### src/design/asp_pkg.sv
// asp_pkg: shared constants, types and functions for the angular spectrum propagator
// used by the cell modules and the core; no dependencies
package asp_pkg;

  localparam int GRID_MAX     = 4096;
  localparam int CORDIC_STEPS = 24;
  localparam int SQRT_STEPS   = 32;
  localparam int DIV_STEPS    = 32;
  localparam int SHIFT_W      = 5;

  localparam logic [63:0] INV_TWO_PI_Q32 = 64'd683565276;
  localparam logic signed [33:0] CORDIC_GAIN_Q30 = 34'sd652032874;

  localparam logic [2:0] REG_GRID_SIZE  = 3'd0;
  localparam logic [2:0] REG_WAVENUMBER = 3'd1;
  localparam logic [2:0] REG_PHASE      = 3'd2;
  localparam logic [2:0] REG_GAIN_A     = 3'd3;
  localparam logic [2:0] REG_GAIN_B     = 3'd4;

  typedef struct packed {
    logic               evan;
    logic signed [31:0] a_re;
    logic signed [31:0] a_im;
    logic signed [31:0] b_re;
    logic signed [31:0] b_im;
  } side_t;

  // arctangent of 2^-idx in 2^-32 turns, built from the alternating series
  function automatic logic [31:0] atan_entry(input int idx);
    logic [63:0] sum;
    logic [63:0] term;
    logic [63:0] prod;
    int          e;
    sum = 64'd0;
    if (idx == 0) begin
      return 32'h2000_0000;
    end
    for (int n = 0; n < 32; n++) begin
      e = 62 - idx * (2 * n + 1);
      if (e >= 0) begin
        term = (64'd1 << e) / 64'(2 * n + 1);
        if ((n & 1) == 1) begin
          sum = sum - term;
        end else begin
          sum = sum + term;
        end
      end
    end
    prod = (sum >> 30) * INV_TWO_PI_Q32;
    return prod[63:32];
  endfunction

  function automatic logic signed [31:0] sat32(input logic signed [67:0] v);
    logic same;
    same = (v[67:31] == '0) || (v[67:31] == '1);
    if (same) begin
      return v[31:0];
    end else if (v[67]) begin
      return 32'sh8000_0000;
    end else begin
      return 32'sh7fff_ffff;
    end
  endfunction

endpackage

### src/design/asp_cordic_cell.sv
// asp_cordic_cell: one cordic rotation step on the x, y, z vector
// depends on asp_pkg
module asp_cordic_cell import asp_pkg::*; (
  input  logic                clk,
  input  logic                en,
  input  logic [SHIFT_W-1:0]  shift,
  input  logic [31:0]         atan,
  input  logic signed [33:0]  x_in,
  input  logic signed [33:0]  y_in,
  input  logic signed [33:0]  z_in,
  output logic signed [33:0]  x_out,
  output logic signed [33:0]  y_out,
  output logic signed [33:0]  z_out
);

  logic signed [33:0] dx;
  logic signed [33:0] dy;
  logic signed [33:0] da;

  assign dx = y_in >>> shift;
  assign dy = x_in >>> shift;
  assign da = $signed({2'b00, atan});

  always_ff @(posedge clk) begin
    if (en) begin
      if (!z_in[33]) begin
        x_out <= x_in - dx;
        y_out <= y_in + dy;
        z_out <= z_in - da;
      end else begin
        x_out <= x_in + dx;
        y_out <= y_in - dy;
        z_out <= z_in + da;
      end
    end
  end

endmodule

### config.mk
export PLATFORM = sky130hd
export DESIGN_NAME = asp_cordic_cell
export DESIGN_NICKNAME = d
export VERILOG_FILES = /design/src/design/asp_pkg.sv /design/src/design/asp_cordic_cell.sv
export SDC_FILE = /design/constraint.sdc
export NUM_CORES = 1
export LEC_CHECK = 0
export BUFFER_PORTS_ARGS = -buffer_cell sky130_fd_sc_hd__buf_2
export CORE_UTILIZATION = 52
export CTS_BUF_LIST = sky130_fd_sc_hd__clkbuf_16
export DETAILED_ROUTE_END_ITERATION = 16
export MAX_ROUTING_LAYER = met4
export PLACE_DENSITY_LB_ADDON = 0.2
export SLEW_MARGIN = 40
export SYNTH_ARGS = -nofsm -noshare
export SYNTH_HDL_FRONTEND = slang
export SYNTH_SLANG_ARGS = --single-unit
### constraint.sdc
create_clock -name clk -period 10.45 [get_ports clk]
set_clock_uncertainty 0.05 [all_clocks]
set_input_delay 3.135 -clock clk [delete_from_list [all_inputs] [get_ports clk]]
set_output_delay 3.135 -clock clk [all_outputs]
set_load 0.01 [all_outputs]
==> flow_summary.toml, run 1 <==
[global_route]
grt_pass1_wl_mm = 79.5
grt_max_degree = 68
grt_antenna_before_repair = 2
grt_use_total = 0.352
grt_pass1_vias = 13900
grt-ovfl-total = 0

[synthesis]
synth-main-ff-cell = "edfxtp_1"
yosysTopAreaCellShare = 0.200
synth_nets = 1918
yosys.cell_count.top_type = "a21oi_1"
synth_cell_types = 90
synthesis.instances = 1672
synth_edf_count = 102
synthTopCellsByArea = "edfxtp_1 (20%), mux4_2 (11%), ha_1 (8.3%)"
synth_warnings = 0
ys_seq_elements = 102
ys_seq_area_frac = 0.200
syn_area_per_cell_sq_um = 9.14
yosys.area.top_type = "edfxtp_1"
async_reset_ff_frac = 0
synth.top_cells.by_count = "a21oi_1 (153), nor2_1 (139), nand2_1 (105), edfxtp_1 (102), ha_1 (102)"
synth_area_sq_um = 15300

[power]
intPower_w = 0.00133
peakVddDrop_v = 0.0000905
pwr-share-comb = 0.561
p_sw_w = 0.000951
power.leakage_nw = 7.23
p_per_area_nw_per_um2 = 134
p_sw_frac = 0.416
pwr-share-clk = 0.163
seq_power_share = 0.276

[timing]
slew_headroom = 0.444
fmax_ghz = 0.108
rsz0062_at_grt = "no"
finalSetupTns_ns = 0
worst_slew_pin_slew_ns = 0.826
slew_violations = 0
fin_crit_ns = 9.24
fin_crit_sh = 0.884
setup_viol = 0
fin_ws_ns = 1.21
hold_viol = 0

[cts]
h-tree-depth = 3
cts_made_buffers = 9
cts_tree = "done"
cts.reportedPaths.clkPinSlew_ns = 0.08
cts.path.max_buffers = 2
clock-root-buffer = "clkbuf_16"
cts.repair.resized = 0
postCtsHoldBufs = 0
postCtsSetupRepairBufs = 0
cts_sinks = 102

[route]
drc = 0
vias = 14900
wl_per_cell_um = 23.2
vias_per_cell = 6.61
first_pass_iters = 6
drt_wl_total_mm = 52.4
dr.first_iter.drc_count = 1904
postRouteAntennaNets = 0

[setup_path]
critPathLaunch = "shift[0]"
worstSetupPathType = "in -> reg"
arrival_ns = 9.32
end_kind = "flop"
cp-start-kind = "primary input"
required_ns = 10.53
cp_max_fo = 41

[placed_design]
pre_cts_ws_ns = 0.888
dp_hpwl_mm = 40.5
dpl.cell_count = 2239
portBuffers = 242
place.gp.congestion = 1.07

[floorplan]
die_w_um = 173
initial_core_util = 0.531
pin_count = 243
rows = 62
die_area_sq_um = 30100
die_h_um = 173
core_area_sq_um = 28800

[finish]
finalNetCount = 2112
fin_cells = 2258
drive_above_1_share = 0.226
areaGrowthSynthToFinish_pct = 11.5
nFillCells = 2566
multi_input_area_sq_um = 11500
regArea_sq_um = 3060

[min_path]
hold_class = "in -> reg"
holdCritStartpoint = "z_in[0]"

[run]
cap_violations = 0

[outcome]
status = "finished, final reports clean"
cell families (layout without fill, tap and decap cells):
kind of cell | after synthesis | after routing | synth area share
mux | 191 | 191 | 0.202
compound gates | 508 | 508 | 0.220
flops | 102 | 102 | 0.200
xor+xnor | 176 | 176 | 0.101
simple gates | 449 | 449 | 0.144
fa+ha+maj | 105 | 105 | 0.0874
buf+inv | 141 | 340 | 0.0452
other cells | 0 | 3 | 0
layout make-up:
type / count / share of cell area
tap: 384 / 0.0282
clock buffer: 9 / 0.0132
clock inverter: 7 / 0.00470
antenna: 3 / 0.000440
sequential: 102 / 0.180
timing repair buffer: 272 / 0.0853
inverter: 52 / 0.0114
multi-input combinational: 1429 / 0.677
metal layers:
metal	up-vias	GRT usage	part of all wire
li1	6812	-	-
met1	7098	0.465	0.41
met2	896	0.534	0.44
met3	129	0.0667	0.11
met4	0	0.132	0.035
met5	-	-	0
power groups by stage:
stage	Combinational (W)	Clock [W]	Sequential [W]
finish	0.00128	0.000372	0.000631
global route	0.00138	0.000386	0.000642
CTS	0.00126	0.000374	0.000633
detailed placement	0.00125	0	0.000640
global placement	0.00124	0	0.000639
floorplan	0.000812	0	0.000704
worst max-delay path: stages:
cell       delay [ns]
buf_4            0.48
buf_4            0.45
mux4_1           0.68
a22oi_1          0.21
o2bb2ai_1        0.09
a311oi_1         0.69
and2_1           0.28
and3_1           0.28
a21oi_1          0.10
xor2_1           0.19
ha_1             0.36
a2111oi_0        0.56
a21o_1           0.25
a31o_2           0.22
o221ai_1         0.22
a211oi_1         0.58
o2bb2ai_1        0.23
o21ai_0          0.14
xnor2_1          0.13
layout by cell type, fill, tap and decap left out, types with 68 or more instances in the layout:
| master | Yosys | layout |
|---|---|---|
| a21oi_1 | 153 | 153 |
| buf_2 | 21 | 238 |
| edfxtp_1 | 102 | 102 |
| ha_1 | 102 | 102 |
| mux2i_1 | 73 | 73 |
| mux4_2 | 77 | 77 |
| nand2_1 | 105 | 105 |
| nor2_1 | 139 | 138 |
| o21ai_0 | 68 | 68 |
| xnor2_1 | 94 | 94 |
| xor2_1 | 82 | 82 |
worst paths after layout:
kind / cells after the start / slack [ns] / endpoint
setup / recovery: 19 / 1.21 / y_out[33]
hold / removal: 2 / 3.00 / z_out[0]
registers in the layout, indices dropped and copies added (netlist names):
register,cells
x_out,34
y_out,34
z_out,34
metrics by stage:
| step | cell area [sq um] | util | power, W | hold WS, ns |
|---|---|---|---|---|
| floorplan | 15300 | - | 0.00152 | 3.20 |
| global placement | 16700 | 0.581 | 0.00188 | 3.38 |
| detailed placement | 16700 | 0.581 | 0.00189 | 3.40 |
| CTS | 17000 | 0.592 | 0.00227 | 3.00 |
| global route | 17000 | 0.592 | 0.00241 | 3.00 |
| finish | 17000 | 0.592 | 0.00229 | 3.00 |
Power figures use the tool's default switching activity.
==> inputs of run 2 (changes only) <==
Clock period 10.45 ns to 8.2 ns, I/O delays scaled along.
==> run 2 against run 1 <==
Critical path type unchanged. Non-clock buffer count grew 108. Design area grew 5.2%. Clock-buffer cell count is the same. Clock power grew 21%. Sequential cell count is the same. Total power grew 32%. Routed wire length grew 3.2%. Final cell count grew 4.7%. Global-route usage grew 1.8 points. Die area is the same. Worst setup slack lost 0.81 ns. Highest routed layer unchanged.
==> flow_summary.toml, run 2 (same netlist as run 1, synthesis figures left out) <==
[setup_path]
arrival_ns = 7.87
path_cells = "buf_4 > buf_12 > nor2b_1 > a22oi_1 > and3_1 > a2111oi_1 > buf_4 > nand4_1 > nor4_2 > a21oi_1 > xnor2_1 > ha_1 > a21o_1 > a2111oi_0 > o211ai_1 > o211ai_1 > a211o_1 > a41oi_1 > a41o_1 > a21o_1 > a21oi_1 > xnor2_1"
slowest_delay_ns = 0.67
crit_buf_inv = 3
end_kind = "flop"
path_delay_family = "compound AO/OA/AOI/OAI gates"
cp-start-kind = "primary input"
cp_max_fo = 23
required_ns = 8.27
slowest_stage = "a2111oi_1"
worstSetupPathType = "in -> reg"

[timing]
slew_headroom = 0.543
hold_viol = 0
worst_slew_pin_slew_ns = 0.678
fin_crit_sh = 0.951
fin_crit_ns = 7.80
setup_viol = 0
slew_violations = 0
fmax_ghz = 0.128
fin_ws_ns = 0.399
hold_ws_ns = 2.33
rsz0062_at_grt = "no"

[floorplan]
die_w_um = 173
pin_count = 243
core_area_sq_um = 28800
die_area_sq_um = 30100
die_h_um = 173
rows = 62
initial_core_util = 0.531

[finish]
nFillCells = 2526
layout_common_cells = "buf_2 (237), a21oi_1 (153), nor2_1 (139)"
finalNetCount = 2220
drive_above_1_share = 0.268
antenna_cells = 0
layout_commonest_cell = "buf_2"
fin_cells = 2363
areaGrowthSynthToFinish_pct = 17.3
top_regs = "x_out (34), y_out (34), z_out (34)"

[route]
wl_per_cell_um = 22.9
dr.first_iter.drc_count = 1764
drt_wl_total_mm = 54.0
vias_per_cell = 6.52
postRouteAntennaNets = 0
drc = 0
vias = 15400
first_pass_iters = 9

[cts]
postCtsSetupRepairBufs = 0
cts.path.max_buffers = 2
cts_tree = "done"
clock-root-buffer = "clkbuf_16"
cts.repair.resized = 0
cts_sinks = 102
postCtsHoldBufs = 0
cts_made_buffers = 9
h-tree-depth = 3
cts.reportedPaths.clkPinSlew_ns = 0.07

[global_route]
grt_pass1_wl_mm = 83.8
grt_max_degree = 68
grt_pass1_vias = 14700
grt-ovfl-total = 0
grt_antenna_before_repair = 0
grt_use_total = 0.369

[power]
power.leakage_nw = 7.78
peakVddDrop_v = 0.000109
p_total_w = 0.00302
p_per_area_nw_per_um2 = 168

[placed_design]
pre_cts_ws_ns = -0.0261
place.gp.congestion = 1.01
portBuffers = 242
dpl.cell_count = 2347
dp_hpwl_mm = 43.0

[outcome]
status = "finished, final reports clean"

[min_path]
hold_end = "z_out[0]"
hold_class = "in -> reg"
hold_depth = 2
holdCritStartpoint = "z_in[0]"

[run]
cap_violations = 0
[run 2: report_power, final]
part	switching [W]	total, W	internal (W)
clock	0.000236	0.000451	0.000215
combinational	0.000978	0.00176	0.000785
sequential	0.0000324	0.000805	0.000773
[run 2: worst max path at each step]
stage	depth (start not counted)	endpoint	slack, ns	startpoint
finish	22	x_out[33]	0.40	shift[1]
floorplan	23	x_out[33]	0.45	shift[4]
detailed placement	21	x_out[33]	-0.03	shift[0]
global route	21	x_out[33]	0.06	shift[0]
global placement	21	x_out[33]	0.04	shift[0]
CTS	21	x_out[33]	0.34	shift[0]
[run 2: per-stage QoR]
stage / area, sq um / TNS [ns] / utilization
floorplan: 15300 / 0 / -
global placement: 17600 / 0 / 0.613
detailed placement: 17600 / -0.0261 / 0.613
CTS: 17900 / 0 / 0.623
global route: 17900 / 0 / 0.623
finish: 17900 / 0 / 0.623
[run 2: layout make-up]
class                      instances  area (sq um)  area share
clock buffer                       9           225      0.0126
clock inverter                     7          68.8     0.00384
inverter                          52           195      0.0109
multi-input combinational       1429         11500       0.643
sequential                       102          3060       0.171
tap                              384           480      0.0268
timing repair buffer             380          2360       0.132
[run 2: routing by layer]
| layer | track usage | vias up | routed length [um] |
|---|---|---|---|
| li1 | - | 7043 | - |
| met1 | 0.495 | 7344 | 23200 |
| met2 | 0.560 | 900 | 23900 |
| met3 | 0.0660 | 123 | 5080 |
| met4 | 0.129 | 0 | 1880 |
| met5 | - | - | 0 |
