===== config.mk =====
export PLATFORM = sky130hd
export DESIGN_NAME = asp_div_cell
export DESIGN_NICKNAME = d
export VERILOG_FILES = /design/src/design/asp_pkg.sv /design/src/design/asp_div_cell.sv
export SDC_FILE = /design/constraint.sdc
export NUM_CORES = 1
export LEC_CHECK = 0
export BUFFER_PORTS_ARGS = -buffer_cell sky130_fd_sc_hd__buf_2
export CAP_MARGIN = 20
export CORE_UTILIZATION = 55
export CTS_BUF_LIST = sky130_fd_sc_hd__clkbuf_2 sky130_fd_sc_hd__clkbuf_4 sky130_fd_sc_hd__clkbuf_8
export DETAILED_ROUTE_END_ITERATION = 7
export PLACE_DENSITY = 0.88
export SLEW_MARGIN = 30
export SYNTH_ARGS = -nofsm -noshare
export SYNTH_HDL_FRONTEND = slang
export SYNTH_SLANG_ARGS = --single-unit

===== constraint.sdc =====
create_clock -name clk -period 8.4 [get_ports clk]
set_input_delay 1.68 -clock clk [delete_from_list [all_inputs] [get_ports clk]]
set_output_delay 1.68 -clock clk [all_outputs]
set_load 0.03 [all_outputs]

===== src/design/asp_pkg.sv =====
// asp_pkg: shared constants, types and functions for the angular spectrum propagator
// used by the cell modules and the core; no dependencies
package asp_pkg;

  localparam int GRID_MAX     = 4096;
  localparam int CORDIC_STEPS = 24;
  localparam int SQRT_STEPS   = 32;
  localparam int DIV_STEPS    = 32;
  localparam int SHIFT_W      = 5;

  localparam logic [63:0] INV_TWO_PI_Q32 = 64'd683565276;
  localparam logic signed [33:0] CORDIC_GAIN_Q30 = 34'sd652032874;

  localparam logic [2:0] REG_GRID_SIZE  = 3'd0;
  localparam logic [2:0] REG_WAVENUMBER = 3'd1;
  localparam logic [2:0] REG_PHASE      = 3'd2;
  localparam logic [2:0] REG_GAIN_A     = 3'd3;
  localparam logic [2:0] REG_GAIN_B     = 3'd4;

  typedef struct packed {
    logic               evan;
    logic signed [31:0] a_re;
    logic signed [31:0] a_im;
    logic signed [31:0] b_re;
    logic signed [31:0] b_im;
  } side_t;

  // arctangent of 2^-idx in 2^-32 turns, built from the alternating series
  function automatic logic [31:0] atan_entry(input int idx);
    logic [63:0] sum;
    logic [63:0] term;
    logic [63:0] prod;
    int          e;
    sum = 64'd0;
    if (idx == 0) begin
      return 32'h2000_0000;
    end
    for (int n = 0; n < 32; n++) begin
      e = 62 - idx * (2 * n + 1);
      if (e >= 0) begin
        term = (64'd1 << e) / 64'(2 * n + 1);
        if ((n & 1) == 1) begin
          sum = sum - term;
        end else begin
          sum = sum + term;
        end
      end
    end
    prod = (sum >> 30) * INV_TWO_PI_Q32;
    return prod[63:32];
  endfunction

  function automatic logic signed [31:0] sat32(input logic signed [67:0] v);
    logic same;
    same = (v[67:31] == '0) || (v[67:31] == '1);
    if (same) begin
      return v[31:0];
    end else if (v[67]) begin
      return 32'sh8000_0000;
    end else begin
      return 32'sh7fff_ffff;
    end
  endfunction

endpackage


===== src/design/asp_div_cell.sv =====
// asp_div_cell: one restoring division step, one quotient bit per cell
// depends on asp_pkg
module asp_div_cell import asp_pkg::*; (
  input  logic        clk,
  input  logic        en,
  input  logic        dbit,
  input  logic [31:0] r_in,
  input  logic [31:0] q_in,
  input  logic [31:0] d_in,
  output logic [31:0] r_out,
  output logic [31:0] q_out,
  output logic [31:0] d_out
);

  logic [32:0] r_ext;
  logic [32:0] r_diff;
  logic        ge;

  assign r_ext  = {r_in, dbit};
  assign ge     = (r_ext >= {1'b0, d_in});
  assign r_diff = r_ext - {1'b0, d_in};

  always_ff @(posedge clk) begin
    if (en) begin
      r_out <= ge ? r_diff[31:0] : r_ext[31:0];
      q_out <= {q_in[30:0], ge};
      d_out <= d_in;
    end
  end

endmodule


==> results of run 1 <==
critical path: stages:
cell	delay (ps)
buf_2	90
inv_1	30
ha_1	400
and3_1	310
nand4_1	190
nor4b_1	460
a21o_1	220
o21a_2	480
buf_4	440
mux2_4	340
how the worst max path moves through the flow:
stage	startpoint	to	slack, ps
after detailed placement	d_in[24]	r_out[30]	3540
after global routing	d_in[24]	r_out[20]	3540
after global placement	d_in[23]	r_out[14]	3530
after floorplan	d_in[23]	r_out[14]	4370
after CTS	d_in[24]	r_out[30]	3890
final	d_in[23]	r_out[30]	3850
cells in the final DEF (no fill, tap or decap), drive strengths merged, types with 3 or more instances in the layout:
master   instances
nand3            8
nor3             3
a2111oi          4
mux2             8
a211oi           3
nand2b           7
buf            195
clkinv           4
xor2            10
o21ai           21
a21o             8
o21a             6
nand4            8
nand2           24
o31ai            7
and2             3
nor2            37
ha              32
a21oi           55
xnor2           16
edfxtp          96
clkbuf           9
inv             48
o21bai           5
report_power, final:
group          internal (mW)  leakage [nW]  switching (mW)
clock network          0.114        0.0937           0.175
logic                  0.134          1.88           0.252
registers              0.591         0.940          0.0125
routing by layer:
metal,up-vias,track usage (%),part of all wire [%]
li1,2038,-,-
met1,1924,29.0,40
met2,158,44.6,52
met3,14,5.69,6.4
met4,0,9.39,1.7
met5,-,0,0
sequential cells by signal, summed over array words and instances (netlist names):
name	flops
r_out	32
q_out	32
d_out	32
cell families (layout without fill, tap and decap cells):
kind of cell | count (synthesis) | in the layout
DFF | 96 | 96
and+or+nand+nor | 107 | 107
buffers and inverters | 63 | 257
other | 0 | 1
xor gates and xnor gates | 26 | 26
adders and majority gates | 33 | 33
AOI/OAI and AO/OA | 120 | 120
muxes | 10 | 10
Yosys cell counts, types with 2 or more instances:
| master | n |
|---|---|
| edfxtp_1 | 96 |
| a21oi_1 | 54 |
| inv_1 | 46 |
| nor2_1 | 37 |
| ha_1 | 32 |
| nand2_1 | 24 |
| o21ai_0 | 17 |
| xnor2_1 | 16 |
| xor2_1 | 10 |
| a21o_1 | 8 |
| mux2_4 | 8 |
| nand3_1 | 8 |
| nand4_1 | 8 |
| nand2b_1 | 7 |
| o31ai_1 | 7 |
| clkbuf_1 | 6 |
| o21a_1 | 6 |
| buf_2 | 5 |
| buf_6 | 5 |
| o21bai_1 | 5 |
| o21ai_1 | 4 |
| a2111oi_0 | 3 |
| a211oi_1 | 3 |
| and2_1 | 3 |
| nor3_1 | 3 |
| a31o_2 | 2 |
| a31oi_1 | 2 |
| and3_1 | 2 |
| mux2i_1 | 2 |
| nand4b_1 | 2 |
| nor2b_1 | 2 |
| nor4b_1 | 2 |
| o211ai_1 | 2 |
| or2_2 | 2 |
| or3_1 | 2 |
per-stage QoR:
step | hold slack, ps | cell area [sq um]
floorplan | 1780 | 5210
CTS | 1470 | 6410
global route | 1460 | 6420
global placement | 1860 | 6220
finish | 1490 | 6420
detailed placement | 1860 | 6220
layout make-up:
type,count,area [sq um],share of cell area [%]
diodes,1,2.50,0.0390
clock buffers,9,124,1.93
clock inverters,7,67.6,1.05
inverters,46,173,2.69
multi-input cells,296,2040,31.9
flip-flops and latches,96,2880,44.9
well taps,111,139,2.16
repair buffers,195,983,15.3
==> qor.yml, run 1 <==
synthesis:
  synth_fa_ha_area_share_pct: 8.07
  synth_flop_cell: "edfxtp_1"
  synth.distinct_cells: 49
  netlist_instances: 455
  synthXorXnorAreaFrac_pct: 4.37
  yosys.area.top_type_share_pct: 55.3
  synth.top_cells.by_area: "edfxtp_1 55%, ha_1 7.7%, a21oi_1 5.2%"
  synthesis.nets: 587
  async_flop_share_pct: 0
  yosysTopAreaCell: "edfxtp_1"
  synth_simple_gate_area_share_pct: 10.0
  yosysWarnings: 0
  yosysSeqAreaShare_pct: 55.3
  synthMuxAreaShare_pct: 2.69
  synth_compound_area_share_pct: 14.0
  synth_seq_cells: 96
  avgSynthCellArea_sq_um: 11.5
  synth_area_sq_um: 5210
  synth_edf_count: 96
  synth_top_family_by_area: "compound AO/OA/AOI/OAI gates"
clocking:
  cts_resized: 0
  cts_tree: "yes"
  clk_pin_slew_ps: 100
  ctsHtreeMaxLevel: 3
  clk_path_buf_depth: 2
  hold_buffers: 0
  numCtsBuffers: 9
  cts_setup_buffers: 0
  clockRootBuffer: "clkbuf_8"
  clock_sinks: 96
global_routing:
  grt_max_degree: 58
  track_usage_pct: 24.9
  antenna_found_initial: 1
  overflow: 0
  grt_pass1_wl_microns: 19200
  grt_pass1_vias: 4043
placement:
  place_congestion: 0.910
  post-place-ws_ps: 3540
  dp.cells: 744
  port_buffers: 193
  hpwlAfterDp_microns: 9380
timing:
  post-route-period-util_pct: 54.2
  timing.fmax_ghz: 0.220
  tightest_slew_ps: 810
  layout_min_cycle_time_ps: 4550
  hold_viol_final: 0
  rsz0062_at_grt: "false"
  slew_headroom_pct: 45.9
  final-setup-viol-count: 0
  worst_slack_ps: 3850
  slew_violations: 0
  tns_ps: 0
power:
  irDropWorstVdd_v: 0.0000972
  leakage_nw: 2.92
  p_total_mw: 1.28
  power_density_nw_per_um2: 199
worst_setup_path:
  critical_path_required_ps: 8510
  arrival_ps: 4660
  crit_path_end_kind: "register"
  critical_path.max_fanout: 30
  worst-setup-path-type: "in -> reg"
  critPathLaunchType: "primary input"
worst_hold_path:
  hold_depth: 1
  worstHoldEndpoint: "q_out[21]"
  hp-start: "q_in[20]"
  hp-class: "in -> reg"
drt:
  vias_per_cell: 5.43
  drc: 0
  first_pass_iters: 5
  wl_microns: 12100
  route.detailed.wl_per_inst_microns: 16.0
  num_vias: 4134
  drtAntennaViolNets: 0
  drtIter0Drc: 182
die:
  dieArea_sq_um: 9870
  io_pins: 195
  dieWidth_microns: 99.3
  rows: 35
  initial_core_util_pct: 56.7
  die_h_microns: 99.3
  core_sq_um: 9200
cells_and_area:
  nets: 776
  drive_gt1_share_pct: 34.7
  utilization_pct: 69.8
  fin_cells: 761
  fillers: 674
  area_delta_synth_final_pct: 23.2
outcome:
  status: "finished, final reports clean"
run:
  drv_cap: 0
Power figures use the tool's default switching activity.
==> inputs of run 2 (changes only) <==
Settings changed: CORE_UTILIZATION 55 to 51, PLACE_DENSITY 0.88 to 0.82.
Clock period 8.4 ns to 4.5 ns, I/O delays scaled along.
==> run 2 against run 1 <==
Net effect:
- sequential cell count did not move
- cell count is 3.3% higher
- global-route usage decreased by 1.7 points
- clock-buffer cell count did not move
- sequential power is 87% higher
- setup slack got worse by 3000 ps
- non-clock buffer count increased by 4
- worst hold slack got worse by 790 ps
- die area increased by 7.7%
- critical endpoint is now r_out[6]
==> qor.yml, run 2 (synthesis results as in run 1) <==
global_routing:
  track_usage_pct: 23.2
  antenna_found_initial: 0
  grt_pass1_wl_microns: 18900
  overflow: 0
  grt_pass1_vias: 4095
  grt_max_degree: 89
power:
  power_density_nw_per_um2: 372
  p_clk_share_pct: 22.6
  leakage_nw: 2.94
  internal_power_mw: 1.57
  irDropWorstVdd_v: 0.000165
  comb_power_share_pct: 30.5
  seqPwrFrac_pct: 46.9
  power_switching_mw: 0.831
  switching_share_pct: 34.6
worst_setup_path:
  arrival_ps: 3870
  critical_path_required_ps: 4710
  critical_path.max_fanout: 37
  critPathLaunchType: "primary input"
  crit_path_end_kind: "register"
  worst-setup-path-type: "in -> reg"
placement:
  place_congestion: 0.887
  placed_area_sq_um: 6280
  hpwlAfterDp_microns: 9440
  port_buffers: 193
cells_and_area:
  diodes: 0
  utilization_pct: 65.9
  fillers: 782
  area_delta_synth_final_pct: 24.2
  layout_common_cells: "192 x buf_2, 96 x edfxtp_1, 54 x a21oi_1, 46 x inv_1, 37 x nor2_1"
  nets: 780
  largestRegisters: "d_out x32, q_out x32, r_out x32"
  fin_area_sq_um: 6470
  seq_area_sq_um: 2880
  drive_gt1_share_pct: 35.2
  multiInputGateArea_sq_um: 2040
  final_common_cell: "buf_2"
timing:
  post-route-period-util_pct: 81.4
  hold_viol_final: 0
  timing.fmax_ghz: 0.273
  slew_headroom_pct: 43.7
  final-setup-viol-count: 0
  tns_ps: 0
  layout_min_cycle_time_ps: 3660
  tightest_slew_ps: 845
  slew_violations: 0
  rsz0062_at_grt: "false"
clocking:
  ctsHtreeMaxLevel: 3
  cts_tree: "yes"
  clk_path_buf_depth: 2
  cts_setup_buffers: 0
  numCtsBuffers: 9
  cts_resized: 0
  clock_sinks: 96
  clockRootBuffer: "clkbuf_8"
  clk_pin_slew_ps: 100
  hold_buffers: 0
drt:
  vias_per_cell: 5.37
  num_vias: 4217
  drtAntennaViolNets: 0
  drc: 0
  route.detailed.wl_per_inst_microns: 15.8
  drtIter0Drc: 235
  wl_microns: 12500
  first_pass_iters: 5
die:
  dieArea_sq_um: 10600
  die_h_microns: 103
  initial_core_util_pct: 53.1
  io_pins: 195
  dieWidth_microns: 103
  rows: 36
  core_sq_um: 9820
run:
  drv_cap: 0
worst_hold_path:
  hp-class: "in -> reg"
  hold_depth: 1
outcome:
  status: "finished, final reports clean"
## run 2: cell count changes in the layout (fill, tap and decap cells not counted), sizes merged
cell      before  now
diode          1    0
buf          195  199
clkinvlp       1    0
inv           48   49
## run 2: per-layer routing
layer	GRT usage, %	up-vias	share of wire, %
li1	-	2042	-
met1	27.8	1964	41
met2	41.4	196	51
met3	4.27	15	7.0
met4	8.88	0	1.5
met5	0	-	0
## run 2: area by class of cell
cell class | count | share of cell area (%)
well taps | 133 | 2.57
repair buffers | 199 | 15.7
multi-input cells | 296 | 31.6
inverters | 46 | 2.67
clock buffers | 9 | 1.91
flip-flops and latches | 96 | 44.6
clock inverters | 7 | 0.967
## run 2: through the flow
step	power (mW)	setup slack, ps	instances	hold WS, ps
2_1_floorplan	1.66	1250	455	999
3_3_place_gp	1.86	572	770	1080
3_5_place_dp	1.88	503	770	1080
4_1_cts	2.41	871	786	687
5_1_grt	2.52	539	786	685
6_report	2.40	836	786	706
## run 2: final timing paths
path                   endpoint      from  slack, ps
worst max-delay path   r_out[6]  d_in[23]        840
worst min-delay path  q_out[30]  q_in[29]        710
## run 2: power by group through the flow
stage / logic [mW] / clock network (mW) / registers [mW]
after CTS: 0.732 / 0.552 / 1.13
after global routing: 0.795 / 0.583 / 1.14
after detailed placement: 0.728 / 0 / 1.15
after global placement: 0.711 / 0 / 1.15
final: 0.734 / 0.544 / 1.13
after floorplan: 0.308 / 0 / 1.35
## run 2: worst max-delay path, stage by stage
cell	delay, ps
buf_2	90
inv_1	40
ha_1	410
and3_1	350
nand4_1	200
nor4b_1	430
a21o_1	220
o21a_2	710
buf_4	320
nor2_1	70
a21oi_1	130
